## src/hdl/assert_macros.svh

```systemverilog
// Assertion macros shared by the translator RTL.
// Depends on nothing; included by files that carry concurrent checks.
`ifndef ASSERT_MACROS_SVH
`define ASSERT_MACROS_SVH

// Check that is off while reset is held.
`define SAT_ASSERT_RST(lbl, clk, rstn, prop, msg) \
    lbl: assert property (@(posedge clk) disable iff (!rstn) prop) else $error(msg);

// Check that also runs through reset.
`define SAT_ASSERT_ALWAYS(lbl, clk, prop, msg) \
    lbl: assert property (@(posedge clk) prop) else $error(msg);

`endif

```

## src/hdl/sat_pkg.sv

```systemverilog
// Package for the segment address translator: defaults, codes and shared types.
// Depends on nothing; used by sat_match and the top level.
`timescale 1ns / 1ps
`default_nettype none

package sat_pkg;

    // Default sizes
    localparam int DEF_MAX_ENTRIES = 16;
    localparam int DEF_ADDR_BITS   = 32;

    // Fixed field widths
    localparam int ACTIVE_W = 5;
    localparam int SLOT_W   = 4;
    localparam int FIELD_W  = 32;

    // Item function codes
    localparam logic FUNC_LOAD  = 1'b0;
    localparam logic FUNC_XLATE = 1'b1;

    // Tag that rides with each table read through the match pipeline
    typedef struct packed {
        logic valid;
        logic last;
    } scan_tag_t;

    // One result word
    typedef struct packed {
        logic               found;
        logic [FIELD_W-1:0] virt_addr;
        logic [FIELD_W-1:0] file_offset;
        logic [FIELD_W-1:0] bytes_left;
        logic [SLOT_W-1:0]  hit_slot;
    } result_t;

endpackage

`default_nettype wire

```

## src/hdl/sat_table.sv

```systemverilog
// Mapping table: one synchronous RAM, one write port, one registered read port.
// Depends on nothing; instantiated by segment_address_translator_core.
`timescale 1ns / 1ps
`default_nettype none

module sat_table #(
    parameter int DEPTH  = 16,
    parameter int IDX_W  = 4,
    parameter int DATA_W = 96
) (
    input  wire logic              aclk,
    input  wire logic              wr_en,
    input  wire logic [IDX_W-1:0]  wr_addr,
    input  wire logic [DATA_W-1:0] wr_data,
    input  wire logic              rd_en,
    input  wire logic [IDX_W-1:0]  rd_addr,
    output logic      [DATA_W-1:0] rd_data
);

    logic [DATA_W-1:0] mem [DEPTH];
    logic [DATA_W-1:0] rd_data_reg;

    // Write one entry
    always_ff @(posedge aclk) begin
        if (wr_en) begin
            mem[wr_addr] <= wr_data;
        end
    end

    // Read into an output register
    always_ff @(posedge aclk) begin
        if (rd_en) begin
            rd_data_reg <= mem[rd_addr];
        end
    end

    assign rd_data = rd_data_reg;

endmodule

`default_nettype wire

```

## src/hdl/sat_match.sv

```systemverilog
// Two-stage entry matcher: distance into the mapping, then range test and outputs.
// Depends on sat_pkg; instantiated by segment_address_translator_core.
`timescale 1ns / 1ps
`default_nettype none

module sat_match #(
    parameter int ADDR_BITS = 32,
    parameter int IDX_W     = 4
) (
    input  wire logic                   aclk,
    input  wire logic                   aresetn,
    input  wire logic                   flush,
    input  wire sat_pkg::scan_tag_t     in_tag,
    input  wire logic [IDX_W-1:0]       in_slot,
    input  wire logic [3*ADDR_BITS-1:0] in_entry,
    input  wire logic [ADDR_BITS-1:0]   query,
    input  wire logic                   query_is_offset,
    output sat_pkg::scan_tag_t          out_tag,
    output logic      [IDX_W-1:0]       out_slot,
    output logic                        out_hit,
    output logic      [ADDR_BITS-1:0]   out_vaddr,
    output logic      [ADDR_BITS-1:0]   out_foff,
    output logic      [ADDR_BITS-1:0]   out_left
);

    logic [ADDR_BITS-1:0] base;
    logic [ADDR_BITS-1:0] off;
    logic [ADDR_BITS-1:0] len;
    logic [ADDR_BITS-1:0] origin;

    sat_pkg::scan_tag_t   tag_reg;
    logic [IDX_W-1:0]     slot_reg;
    logic [ADDR_BITS-1:0] dist_reg;
    logic [ADDR_BITS-1:0] base_reg;
    logic [ADDR_BITS-1:0] off_reg;
    logic [ADDR_BITS-1:0] len_reg;

    // Unpack the entry and pick the origin by query kind
    assign base   = in_entry[3*ADDR_BITS-1:2*ADDR_BITS];
    assign off    = in_entry[2*ADDR_BITS-1:ADDR_BITS];
    assign len    = in_entry[ADDR_BITS-1:0];
    assign origin = query_is_offset ? off : base;

    // Stage one: tag, drop on flush
    always_ff @(posedge aclk) begin
        if (!aresetn) begin
            tag_reg <= '0;
        end else begin
            tag_reg.valid <= in_tag.valid && !flush;
            tag_reg.last  <= in_tag.last;
        end
    end

    // Stage one: distance and entry fields
    always_ff @(posedge aclk) begin
        slot_reg <= in_slot;
        dist_reg <= query - origin;
        base_reg <= base;
        off_reg  <= off;
        len_reg  <= len;
    end

    // Stage two: range test and translated values
    assign out_tag   = tag_reg;
    assign out_slot  = slot_reg;
    assign out_hit   = dist_reg < len_reg;
    assign out_vaddr = base_reg + dist_reg;
    assign out_foff  = off_reg + dist_reg;
    assign out_left  = len_reg - dist_reg;

endmodule

`default_nettype wire

```

## src/hdl/segment_address_translator_core.sv

```systemverilog
// Segment address translator top level: scan sequencer, hint, result buffer.
// Depends on sat_pkg, sat_table, sat_match and assert_macros.svh.
//
//  channel | direction | handshake          | word
//  s_      | in        | s_valid / s_ready  | func, entry_index, entry_*, query, query_is_offset
//  m_      | out       | m_valid / m_ready  | found, virt_addr, file_offset, bytes_left, hit_slot
//  cfg_    | in        | cfg_valid/cfg_ready| active_count
//
// A load word writes the table in its accept cycle and is done.
// A translate word tests the hint entry, if held, then entries 0 .. count-1, one table
// read per cycle, and stops at the first hit; the matched result passes the table read
// register and the match register before it is registered in the result buffer.
// The single table read port sets the scan rate. With no hint and a zero count
// the not-found result is registered in the accept cycle.
// Two result registers hold finished words while m_ready is low; s_ready drops
// only while a scan runs or both are full. Synchronous active-low reset clears
// the hint, the count and all valid state; table contents are not cleared.
`timescale 1ns / 1ps
`default_nettype none
`include "assert_macros.svh"

module segment_address_translator_core #(
    parameter int MAX_ENTRIES = sat_pkg::DEF_MAX_ENTRIES,
    parameter int ADDR_BITS   = sat_pkg::DEF_ADDR_BITS
) (
    input  wire logic                          aclk,
    input  wire logic                          aresetn,

    input  wire logic                          cfg_valid,
    output logic                               cfg_ready,
    input  wire logic [sat_pkg::ACTIVE_W-1:0]  cfg_active_count,

    input  wire logic                          s_valid,
    output logic                               s_ready,
    input  wire logic                          s_func,
    input  wire logic [sat_pkg::SLOT_W-1:0]    s_entry_index,
    input  wire logic [sat_pkg::FIELD_W-1:0]   s_entry_vaddr,
    input  wire logic [sat_pkg::FIELD_W-1:0]   s_entry_fileoff,
    input  wire logic [sat_pkg::FIELD_W-1:0]   s_entry_length,
    input  wire logic [sat_pkg::FIELD_W-1:0]   s_query,
    input  wire logic                          s_query_is_offset,

    output logic                               m_valid,
    input  wire logic                          m_ready,
    output logic                               m_found,
    output logic      [sat_pkg::FIELD_W-1:0]   m_virt_addr,
    output logic      [sat_pkg::FIELD_W-1:0]   m_file_offset,
    output logic      [sat_pkg::FIELD_W-1:0]   m_bytes_left,
    output logic      [sat_pkg::SLOT_W-1:0]    m_hit_slot
);

    localparam int IDX_W  = (MAX_ENTRIES > 1) ? $clog2(MAX_ENTRIES) : 1;
    localparam int CNT_W  = $clog2(MAX_ENTRIES + 1);
    localparam int DATA_W = 3 * ADDR_BITS;

    typedef enum logic [1:0] {
        ST_IDLE = 2'b01,
        ST_SCAN = 2'b10
    } state_t;

    state_t                         state_reg, state_next;
    logic [sat_pkg::ACTIVE_W-1:0]   count_reg;
    logic                           hint_valid_reg, hint_valid_next;
    logic [IDX_W-1:0]               hint_slot_reg, hint_slot_next;
    logic                           issuing_reg, issuing_next;
    logic                           use_hint_reg, use_hint_next;
    logic [CNT_W-1:0]               scan_idx_reg, scan_idx_next;
    logic [CNT_W-1:0]               lim_reg, lim_next;
    logic [ADDR_BITS-1:0]           q_reg, q_next;
    logic                           is_off_reg, is_off_next;
    sat_pkg::scan_tag_t             tag0_reg;
    logic [IDX_W-1:0]               slot0_reg;

    logic                           out_valid_reg, out_valid_next;
    sat_pkg::result_t               out_res_reg, out_res_next;
    logic                           pend_valid_reg, pend_valid_next;
    sat_pkg::result_t               pend_res_reg, pend_res_next;

    logic                           s_accept;
    logic                           wr_en;
    logic                           wr_in_range;
    logic [IDX_W-1:0]               wr_addr;
    logic [DATA_W-1:0]              wr_data;
    logic                           rd_en;
    logic [IDX_W-1:0]               rd_addr;
    logic [DATA_W-1:0]              rd_data;
    sat_pkg::scan_tag_t             rd_tag;
    logic [15:0]                    count_ext;
    logic [15:0]                    lim_calc;
    logic [CNT_W-1:0]               scan_inc;
    logic                           empty_done;
    logic                           finish;

    sat_pkg::scan_tag_t             mt_tag;
    logic [IDX_W-1:0]               mt_slot;
    logic                           mt_hit;
    logic [ADDR_BITS-1:0]           mt_vaddr;
    logic [ADDR_BITS-1:0]           mt_foff;
    logic [ADDR_BITS-1:0]           mt_left;

    logic                           res_valid;
    sat_pkg::result_t               res_new;
    logic                           out_take;
    logic                           out_free;

    // Configuration: always ready; the user must write it only while idle (not enforced here)
    assign cfg_ready = 1'b1;

    always_ff @(posedge aclk) begin
        if (!aresetn) begin
            count_reg <= '0;
        end else if (cfg_valid && cfg_ready) begin
            count_reg <= cfg_active_count;
        end
    end

    // Input handshake
    assign s_ready  = (state_reg == ST_IDLE) && !pend_valid_reg;
    assign s_accept = s_valid && s_ready;

    // Table write path: drop writes to slots past the table
    assign wr_in_range = 16'(s_entry_index) < 16'(MAX_ENTRIES);
    assign wr_addr     = IDX_W'(s_entry_index);
    assign wr_data     = {ADDR_BITS'(s_entry_vaddr), ADDR_BITS'(s_entry_fileoff),
                          ADDR_BITS'(s_entry_length)};

    // Saturate the entry count at the table size
    assign count_ext = 16'(count_reg);
    assign lim_calc  = (count_ext > 16'(MAX_ENTRIES)) ? 16'(MAX_ENTRIES) : count_ext;
    assign scan_inc  = scan_idx_reg + CNT_W'(1);

    // A word is done when the matcher reports a hit or the last entry
    assign finish = mt_tag.valid && (mt_hit || mt_tag.last);

    // Sequencer: accept, issue reads, retire
    always_comb begin
        state_next      = state_reg;
        hint_valid_next = hint_valid_reg;
        hint_slot_next  = hint_slot_reg;
        issuing_next    = issuing_reg;
        use_hint_next   = use_hint_reg;
        scan_idx_next   = scan_idx_reg;
        lim_next        = lim_reg;
        q_next          = q_reg;
        is_off_next     = is_off_reg;
        wr_en           = 1'b0;
        rd_en           = 1'b0;
        rd_addr         = hint_slot_reg;
        rd_tag          = '0;
        empty_done      = 1'b0;
        case (state_reg)
            ST_IDLE: begin
                if (s_accept) begin
                    if (s_func == sat_pkg::FUNC_LOAD) begin
                        wr_en           = wr_in_range;
                        hint_valid_next = 1'b0;
                        hint_slot_next  = '0;
                    end else begin
                        q_next        = ADDR_BITS'(s_query);
                        is_off_next   = s_query_is_offset;
                        lim_next      = lim_calc[CNT_W-1:0];
                        scan_idx_next = '0;
                        use_hint_next = hint_valid_reg;
                        if (!hint_valid_reg && (lim_calc == 16'd0)) begin
                            empty_done = 1'b1;
                        end else begin
                            issuing_next = 1'b1;
                            state_next   = ST_SCAN;
                        end
                    end
                end
            end
            ST_SCAN: begin
                if (finish) begin
                    issuing_next = 1'b0;
                    state_next   = ST_IDLE;
                    if (mt_hit) begin
                        hint_valid_next = 1'b1;
                        hint_slot_next  = mt_slot;
                    end
                end else if (issuing_reg) begin
                    rd_en        = 1'b1;
                    rd_tag.valid = 1'b1;
                    if (use_hint_reg) begin
                        rd_addr       = hint_slot_reg;
                        rd_tag.last   = (lim_reg == '0);
                        use_hint_next = 1'b0;
                    end else begin
                        rd_addr       = scan_idx_reg[IDX_W-1:0];
                        rd_tag.last   = (scan_inc == lim_reg);
                        scan_idx_next = scan_inc;
                    end
                    if (rd_tag.last) begin
                        issuing_next = 1'b0;
                    end
                end
            end
            default: begin
                state_next = ST_IDLE;
            end
        endcase
    end

    // Control registers
    always_ff @(posedge aclk) begin
        if (!aresetn) begin
            state_reg      <= ST_IDLE;
            hint_valid_reg <= 1'b0;
            hint_slot_reg  <= '0;
            issuing_reg    <= 1'b0;
            use_hint_reg   <= 1'b0;
            scan_idx_reg   <= '0;
            lim_reg        <= '0;
            tag0_reg       <= '0;
        end else begin
            state_reg      <= state_next;
            hint_valid_reg <= hint_valid_next;
            hint_slot_reg  <= hint_slot_next;
            issuing_reg    <= issuing_next;
            use_hint_reg   <= use_hint_next;
            scan_idx_reg   <= scan_idx_next;
            lim_reg        <= lim_next;
            tag0_reg       <= rd_tag;
        end
    end

    // Query and read slot, aligned with the table output
    always_ff @(posedge aclk) begin
        q_reg      <= q_next;
        is_off_reg <= is_off_next;
        slot0_reg  <= rd_addr;
    end

    sat_table #(
        .DEPTH  (MAX_ENTRIES),
        .IDX_W  (IDX_W),
        .DATA_W (DATA_W)
    ) u_table (
        .aclk    (aclk),
        .wr_en   (wr_en),
        .wr_addr (wr_addr),
        .wr_data (wr_data),
        .rd_en   (rd_en),
        .rd_addr (rd_addr),
        .rd_data (rd_data)
    );

    sat_match #(
        .ADDR_BITS (ADDR_BITS),
        .IDX_W     (IDX_W)
    ) u_match (
        .aclk            (aclk),
        .aresetn         (aresetn),
        .flush           (finish),
        .in_tag          (tag0_reg),
        .in_slot         (slot0_reg),
        .in_entry        (rd_data),
        .query           (q_reg),
        .query_is_offset (is_off_reg),
        .out_tag         (mt_tag),
        .out_slot        (mt_slot),
        .out_hit         (mt_hit),
        .out_vaddr       (mt_vaddr),
        .out_foff        (mt_foff),
        .out_left        (mt_left)
    );

    // Form the result word; a miss reads as all zero
    assign res_valid = empty_done || finish;

    always_comb begin
        res_new = '0;
        if (finish && mt_hit) begin
            res_new.found       = 1'b1;
            res_new.virt_addr   = sat_pkg::FIELD_W'(mt_vaddr);
            res_new.file_offset = sat_pkg::FIELD_W'(mt_foff);
            res_new.bytes_left  = sat_pkg::FIELD_W'(mt_left);
            res_new.hit_slot    = sat_pkg::SLOT_W'(mt_slot);
        end
    end

    // Two-deep result buffer: output register plus one pending word
    assign out_take = out_valid_reg && m_ready;
    assign out_free = !out_valid_reg || out_take;

    always_comb begin
        out_valid_next  = out_valid_reg;
        out_res_next    = out_res_reg;
        pend_valid_next = pend_valid_reg;
        pend_res_next   = pend_res_reg;
        if (pend_valid_reg && out_free) begin
            out_res_next    = pend_res_reg;
            out_valid_next  = 1'b1;
            pend_valid_next = 1'b0;
        end else if (res_valid && out_free) begin
            out_res_next   = res_new;
            out_valid_next = 1'b1;
        end else if (res_valid) begin
            pend_res_next   = res_new;
            pend_valid_next = 1'b1;
        end else if (out_take) begin
            out_valid_next = 1'b0;
        end
    end

    always_ff @(posedge aclk) begin
        if (!aresetn) begin
            out_valid_reg  <= 1'b0;
            pend_valid_reg <= 1'b0;
        end else begin
            out_valid_reg  <= out_valid_next;
            pend_valid_reg <= pend_valid_next;
        end
    end

    always_ff @(posedge aclk) begin
        out_res_reg  <= out_res_next;
        pend_res_reg <= pend_res_next;
    end

    // Output ports
    assign m_valid       = out_valid_reg;
    assign m_found       = out_res_reg.found;
    assign m_virt_addr   = out_res_reg.virt_addr;
    assign m_file_offset = out_res_reg.file_offset;
    assign m_bytes_left  = out_res_reg.bytes_left;
    assign m_hit_slot    = out_res_reg.hit_slot;

    // Checks
    `SAT_ASSERT_RST(a_pend_behind_out, aclk, aresetn, pend_valid_reg |-> out_valid_reg, "pending word without output word")
    `SAT_ASSERT_RST(a_no_overrun, aclk, aresetn, res_valid |-> !pend_valid_reg, "result while both result registers full")
    `SAT_ASSERT_RST(a_match_in_scan, aclk, aresetn, mt_tag.valid |-> (state_reg == ST_SCAN), "match output outside a scan")
    `SAT_ASSERT_RST(a_hint_in_table, aclk, aresetn, hint_valid_reg |-> (16'(hint_slot_reg) < 16'(MAX_ENTRIES)), "hint slot past table")
    `SAT_ASSERT_ALWAYS(a_reset_clears_out, aclk, !aresetn |=> !m_valid, "result valid after reset")

endmodule

`default_nettype wire

```

## config.mk

```make
export PLATFORM = sky130hd
export DESIGN_NAME = segment_address_translator_core
export DESIGN_NICKNAME = d
export VERILOG_FILES = /design/src/hdl/sat_pkg.sv /design/src/hdl/sat_table.sv /design/src/hdl/sat_match.sv /design/src/hdl/segment_address_translator_core.sv
export VERILOG_INCLUDE_DIRS = /design/src /design/src/hdl
export SDC_FILE = /design/constraint.sdc
export NUM_CORES = 2
export LEC_CHECK = 0
export BUFFER_PORTS_ARGS = -buffer_cell sky130_fd_sc_hd__buf_2
export CELL_PAD_IN_SITES_DETAIL_PLACEMENT = 1
export CELL_PAD_IN_SITES_GLOBAL_PLACEMENT = 2
export CORE_MARGIN = 5
export CORE_UTILIZATION = 35
export DETAILED_ROUTE_END_ITERATION = 16
export PLACE_DENSITY = 0.72
export SYNTH_ARGS = -nofsm -noshare
export SYNTH_HDL_FRONTEND = slang
export SYNTH_SLANG_ARGS = --single-unit
```

## constraint.sdc

```tcl
create_clock -name aclk -period 14.9 [get_ports aclk]
set_input_delay 1.49 -clock aclk [delete_from_list [all_inputs] [get_ports aclk]]
set_output_delay 1.49 -clock aclk [all_outputs]
set_load 0.005 [all_outputs]
```

======== Word-level counts from Yosys, hierarchy flattened ========
Memory sizes are Yosys's and may differ from the RTL's. A register that Yosys moved wholly into a read port is not among the register bits.
Index checks and enable logic that the tools add are counted.
operators by class
  bitwise logic cells ..................... 5
  add/sub/neg operators ................... 5
  multiplexer cells ....................... 63
  reductions and logical operators ........ 33
  equality and inequality tests ........... 13
  magnitude comparators ................... 2
operators by type and width
  operator                                       count
  2-to-1 mux 101 bit                             3
  adder 32 bit                                   2
  subtractor 32 bit                              2
  2-to-1 mux 1 bit                               34
  < comparator 32 bit                            1
  2-to-1 mux 32 bit                              1
  2-to-1 mux 4 bit                               8
  2-to-1 mux 5 bit                               6
  inequality test 2 bit (second input constant)  9
  logical NOT 16 bit                             1
  2-to-1 mux 2 bit                               5
  case mux 5 bit (2 select lines)                1
  AND reduction 5 bit                            2
  logical AND 1 bit                              9
  case mux 4 bit (2 select lines)                1
  AND reduction 4 bit                            2
  case mux 1 bit (2 select lines)                3
  AND reduction 3 bit                            2
  AND reduction 6 bit                            1
  adder 5 x 1 -> 5 bit (second input constant)   1
  == test 5 bit                                  1
  > comparator 5 bit (second input constant)     1
  logical NOT 5 bit                              1
  inverter 1 bit                                 5
  12 further kinds                               19
word-level totals
  RAM bits ................................ 1,536
  memories kept ........................... 1
  flip-flop bits (word level) ............. 401
  input bits .............................. 144
  logic and storage cells ................. 154
  output and inout bits ................... 104
memory list
  memory       depth  width  read ports  clocked after Yosys merged registers in  write ports  RTL line         RTL
  u_table.mem  16     96     1           1                                        1            sat_table.sv:20  logic [DATA_W-1:0] mem [DEPTH];

======== Depth between registers and ports, before layout ========
  word-level depth ........................ 12
  depth in mapped cells ................... 20
  depth with buffers taken out ............ 16

======== Hierarchy ========
Synthesis repeated with hierarchy kept, for this count alone.
second synthesis, totals
  cell total of the unflattened synthesis .. 4,198
  area total of the unflattened synthesis .. 80,382.1 µm²
modules (own cells, without submodules)
  module                           times used  cells an instance  area each (µm²)  sequential area each (µm²)
  sat_table                        1           2,460              60,316.6         49,007.0
  segment_address_translator_core  1           625                10,378.7         7,697.4
  sat_match                        1           1,113              9,686.8          2,682.6

======== Worst setup path before layout ========
No wires, ideal clock.
  path kind ............................... in2reg
  start ................................... input port s_func
  end ..................................... memory u_table.mem[0][0] (enable)
  stages .................................. 3
  required time ........................... 14.230 ns
  path slack .............................. 5.551 ns
  buffers on the path ..................... 0
  library setup time ...................... 0.670 ns
  arrival time ............................ 8.680 ns
  cells stage by stage .................... nand3b_1 or3_1 nor3_1
on the way
  word-level cells in the longest chain between the ends .. 5
ends and longest elaborated chain
  item                                    RTL line                                RTL
  start: declaration                      segment_address_translator_core.sv:35   input wire logic s_func,
  2-to-1 mux 1 bit                        segment_address_translator_core.sv:154  if (s_func == sat_pkg::FUNC_LOAD) begin
  2-to-1 mux 1 bit                        segment_address_translator_core.sv:153  if (s_accept) begin
  2-to-1 mux 1 bit                        segment_address_translator_core.sv:151  case (state_reg)
  2-to-1 mux 1 bit                        sat_table.sv:25                         if (wr_en) begin
  2-to-1 mux 1 bit (implied by the code)  sat_table.sv:26                         mem[wr_addr] <= wr_data;
  end: declaration                        sat_table.sv:20
Every way passes these cells.

======== Worst setup path in the final report ========
  start ................................... register u_match.dist_reg[27]
  end ..................................... register u_table.rd_data_reg[59], in the netlist u_table.rd_data[59] (read register of u_table.mem), data pin
on the way
  word-level cells in the longest chain between the ends .. 5
  elaborated cells between the ends (all ways) .. 7
  those cells by class .................... order compare: 1; mux: 4; reduce/logical: 2
ends and longest elaborated chain
  item                                                  RTL line                                RTL
  start: declaration                                    sat_match.sv:33                         logic [ADDR_BITS-1:0] dist_reg;
  start signal: assignment                              sat_match.sv:57                         dist_reg <= query - origin;
  < comparator 32 bit *                                 sat_match.sv:66                         assign out_hit = dist_reg < len_reg;
  logical OR 1 bit *                                    segment_address_translator_core.sv:133  assign finish = mt_tag.valid && (mt_hit || mt_tag.last);
  logical AND 1 bit *                                   segment_address_translator_core.sv:133
  2-to-1 mux 4 bit or 2-to-1 mux 1 bit (tied branches)  segment_address_translator_core.sv:174  if (finish) begin
  2-to-1 mux 4 bit or 2-to-1 mux 1 bit (tied branches)  segment_address_translator_core.sv:151
  end: declaration                                      sat_table.sv:21                         logic [DATA_W-1:0] rd_data_reg;
Mark *: on every way between the ends. The rest lies on a longest branch, timed or not.
A chain may end at the register's enable or synchronous reset.

==> flow_results.org <==
** Status
- Outcome :: finished, final reports clean

** STA
- Final Max Slew Viols :: 0
- Worst slew pin tran :: 1.35 ns
- Count of endpoints failing setup in the final report :: 0
- Clock skew on the completed layout was measured at 0.0419 ns.
- Setup repair after global routing left no endpoint under its margin.
- Post-layout minimum cycle time :: 6.43 ns
- Derived from the worst setup path, the maximum achievable clock frequency is 156 MHz.
- After routing, the total negative slack on setup checks comes to 0 ns.
- Final worst-path cycle share :: 43.1%
- Final hold analysis gives a worst-case slack of ~0.33 ns.
- Endpoints failing hold :: 0
- The worst pin sits at a relative slew slack of 10.1%.

** Cells and area
- Final layout net count :: a little under 7,000
- The post-route netlist has 10.4% of its cells at a drive strength greater than 1.
- From synthesis to final layout, the design area changed by 13.8%.
- Multi-input combinational cell area :: approximately 0.021 sq mm
- Sequential Area :: 0.0594 sq mm
- Number of flip-flops under the largest register name :: around 1,500
- Leaving out filler cells and counting taps, the final layout contains 9,996.
- Once layout is complete, the utilization of the core stands at 40.1%.
- Fill cells in the final layout number 24,400.
- Once layout is done, the placed cells without fillers occupy 0.0935 sq mm.

** Synthesis
- For this run, the leading register cell type out of synthesis is edfxtp_1.
- After Yosys synthesis, XOR and XNOR cells account for 1.26% of the synthesized area.
- The synthesized netlist devotes 3.24% of its cell area to compound gates.
- Synthesis produced a netlist whose cell count is 6,474.
- Most frequently used cell type in the post-synthesis netlist :: edfxtp_1
- Post-synth EDFFs :: 1,867
- Leading post-synthesis cells by cell area :: edfxtp_1 (68%), nand2_1 (7.7%), nand3_1 (6.0%)
- Syn Std Cell Area :: roughly 0.082 sq mm
- Proportion of register bits with asynchronous set or reset after synthesis :: 0%
- Adder-cell share of the synthesized area :: 2.02%
- Counting flops and latches in the post-synthesis netlist gives 2,033.
- Unique cell type count in the Yosys netlist :: 80
- Sequential share of the synthesized area :: approximately 72%
- Summed over all instances, the cell type with the most area after synthesis is edfxtp_1.
- The top cell type by area accounts for about two thirds of the synthesized area.
- After synthesis, the largest family of logic cells by area is simple AND/OR/NAND/NOR gates.
- The synthesized netlist devotes 17.9% of its cell area to simple gates.
- Ys Warns :: 0
- The average instance in the mapped netlist occupies roughly 13 sq um.
- When the netlist entered floorplanning its net count stood at between 6,000 and 7,000.
- Multiplexer cells account for 0.896% of the synthesized area.
- Commonest cells in the synthesized netlist :: edfxtp_1 (1,867), nand2_1 (1,694), nand3_1 (991)

** Detailed routing
- The first detailed-routing pass ran for 5 iterations.
- DRC errors left :: 0
- Vias per inst :: 5.35
- In this run, the number of DRC markers left after iteration 0 of detailed routing was approximately 4,500.
- DR vias :: 53,500
- Number of antenna-violating nets in the routed design :: 0
- After detailed routing, the average wire length per cell comes to 26.0 um.
- Wire length reported by the detailed router :: 260,000 um

** Clock tree
- Register clock-pin slew on the reported worst setup and hold paths :: 0.06 ns
- The tree is rooted in a clkbuf_16.
- Clock Sinks :: 2,033
- TritonCTS built the clock tree.
- # resized after CTS :: 0
- In this run the number of H-tree levels came out at 4.
- The number of hold buffers added after CTS was 0.
- Number of setup buffers added after CTS :: 0
- Counting the buffers created by CTS gives 213.
- Maximum root-to-sink buffer count :: 3
- Insertion delay to the later sink of the worst-skew pair :: 0.85 ns

** Power
- P_sw :: 0.00267 W
- Switching Share :: between 20 and 25%
- Sequential share of power :: 52.2%
- In this run, the combinational gates consume under 10% of the power.
- The internal portion of the total power is 0.00941 W.
- IR Drop Worst-Case VDD :: 0.0918 mV
- Power spread over the standard cell area amounts to 129 mW/mm^2.
- The clock network is responsible for between 40 and 50% of the overall power.
- Leakage power of the design :: 33.0 nW

** Worst setup path
- Crit path max fanout :: 166
- The startpoint identified for the worst register-to-register timing path is u_match.dist_reg[27].
- Data arrival time at the worst-slack endpoint :: 7.08 ns
- Critical setup path kind :: flop to flop
- Element type at the critical path start :: flop
- Endpoint required time on the critical path :: 15.56 ns
- Tracing the worst setup path back leads to its startpoint at u_match.dist_reg[27].
- STA classifies the critical path endpoint as a flop.

** Placed design
- During placement, the flow inserted port buffers numbering 246.
- The congestion estimate from routability-driven global placement came to 0.811.
- Total instance count after detailed placement :: ~9,600
- Sum of net half-perimeters after detailed placement :: 149,000 um
- After detailed placement, the total cell area comes to 0.0866 sq mm.

** Global routing
- First-pass GRT wire length :: 379,000 um
- Entering global routing, the biggest net connects between 150 and 200 pins.
- Total congestion overflow after global routing :: 0
- Vias in the first global route :: 54,200
- Initial antenna violation count :: between 60 and 70
- For this run, the total global-route usage over all layers was measured as 20.8%.

** Floorplan
- The die covers between 0.2 and 0.25 sq mm.
- For this design the top-level I/O count stands at 248.
- Standard-cell rows :: 177
- Core box area :: 0.233 sq mm
- X dimension of the die :: 494 um
- Y dimension of the die :: 494 um
- For this configuration, the core starts out at a cell density of a little over a third.

** Min path
- Worst hold path type :: flop to flop
- The worst hold path begins at slot0_reg[2].

** Run
- The tool flagged a number of max-cap violations equal to 0.
==> cell usage in the layout, fill, tap and decap left out, types with 26 or more instances in the layout <==
cell and count:
clkbuf_1 30, xnor2_1 69, dfxtp_1 166, nor2b_1 28, nand4_1 299, o31ai_1 54, mux2_2 26, xor2_1 49
clkinv_1 59, nor2_1 145, edfxtp_1 1867, ha_1 126, inv_1 72, a21o_1 56, and3_1 26, clkbuf_16 218
nand2_1 1693, nand3_1 991, a21oi_1 105, buf_2 246, o21ai_0 68, mux2i_1 36, clkinv_2 43, buf_4 73
==> worst max-delay path, cell delays in order (launching register included) <==
cell and delay (ns):
dfxtp_1 0.37, inv_1 0.15, ha_1 0.39, nand2_1 0.14, o21a_1 0.21, o221ai_2 0.32
o21ai_1 0.19, a21oi_1 0.20, a21boi_1 0.17, buf_4 0.22, mux2i_4 0.23, buf_4 0.60
buf_12 0.43, buf_4 0.69, buf_4 0.81, nand2_1 0.17, nand3_1 0.13, nand4_1 0.15
nand4_1 0.25
==> power groups by stage <==
| stage | clock (W) | sequential, W | combinational [W] |
|---|---|---|---|
| 2_1_floorplan | 0 | 0.00642 | 0.000314 |
| 3_3_place_gp | 0 | 0.00642 | 0.000550 |
| 3_5_place_dp | 0 | 0.00642 | 0.000558 |
| 4_1_cts | 0.00533 | 0.00630 | 0.000561 |
| 5_1_grt | 0.00557 | 0.00630 | 0.000610 |
| 6_report | 0.00522 | 0.00630 | 0.000557 |
==> layout make-up <==
class                           instances  share of cell area, %
Sequential cell                      2033                   63.5
Multi-Input combinational cell       4004                   22.4
Clock buffer                          262                   6.13
Tap cell                             3132                   4.19
Timing Repair Buffer                  331                   2.16
Clock inverter                        138                   1.21
Inverter                               76                  0.329
Antenna cell                           20                 0.0535
==> logic make-up after synthesis <==
| logic type | count (synthesis) |
|---|---|
| AND/OR/NAND/NOR | 3285 |
| AO/OA/AOI/OAI | 404 |
| XOR/XNOR | 118 |
| adder cells (fa/ha/maj) | 130 |
| flip-flops | 2033 |
| buffers and inverters | 437 |
| multiplexers | 66 |
| other | 1 |
==> stage by stage <==
step / setup WS (ns) / power (W)
final: 8.47 / 0.0121
after global routing: 7.91 / 0.0125
after CTS: 8.33 / 0.0122
after detailed placement: 8.37 / 0.00698
after global placement: 8.45 / 0.00697
after floorplan: 5.55 / 0.00673
==> metal layers <==
metal / global-route usage, % / share of wire [%]
met5: 0 / 0.093
met4: 5.32 / 2.3
met3: 3.59 / 5.9
met2: 34.0 / 47
met1: 28.8 / 45
==> final timing paths <==
check / slack (ns) / endpoint / depth (start not counted)
worst max-delay path: 8.47 / u_table.rd_data[59] / 18
worst min-delay path: 0.33 / u_match.out_slot[2] / 0
worst max register to register: 8.47 / u_table.rd_data[59] / 18
worst min register to register: 0.33 / u_match.out_slot[2] / 0
(Power assumes the default switching activity.)
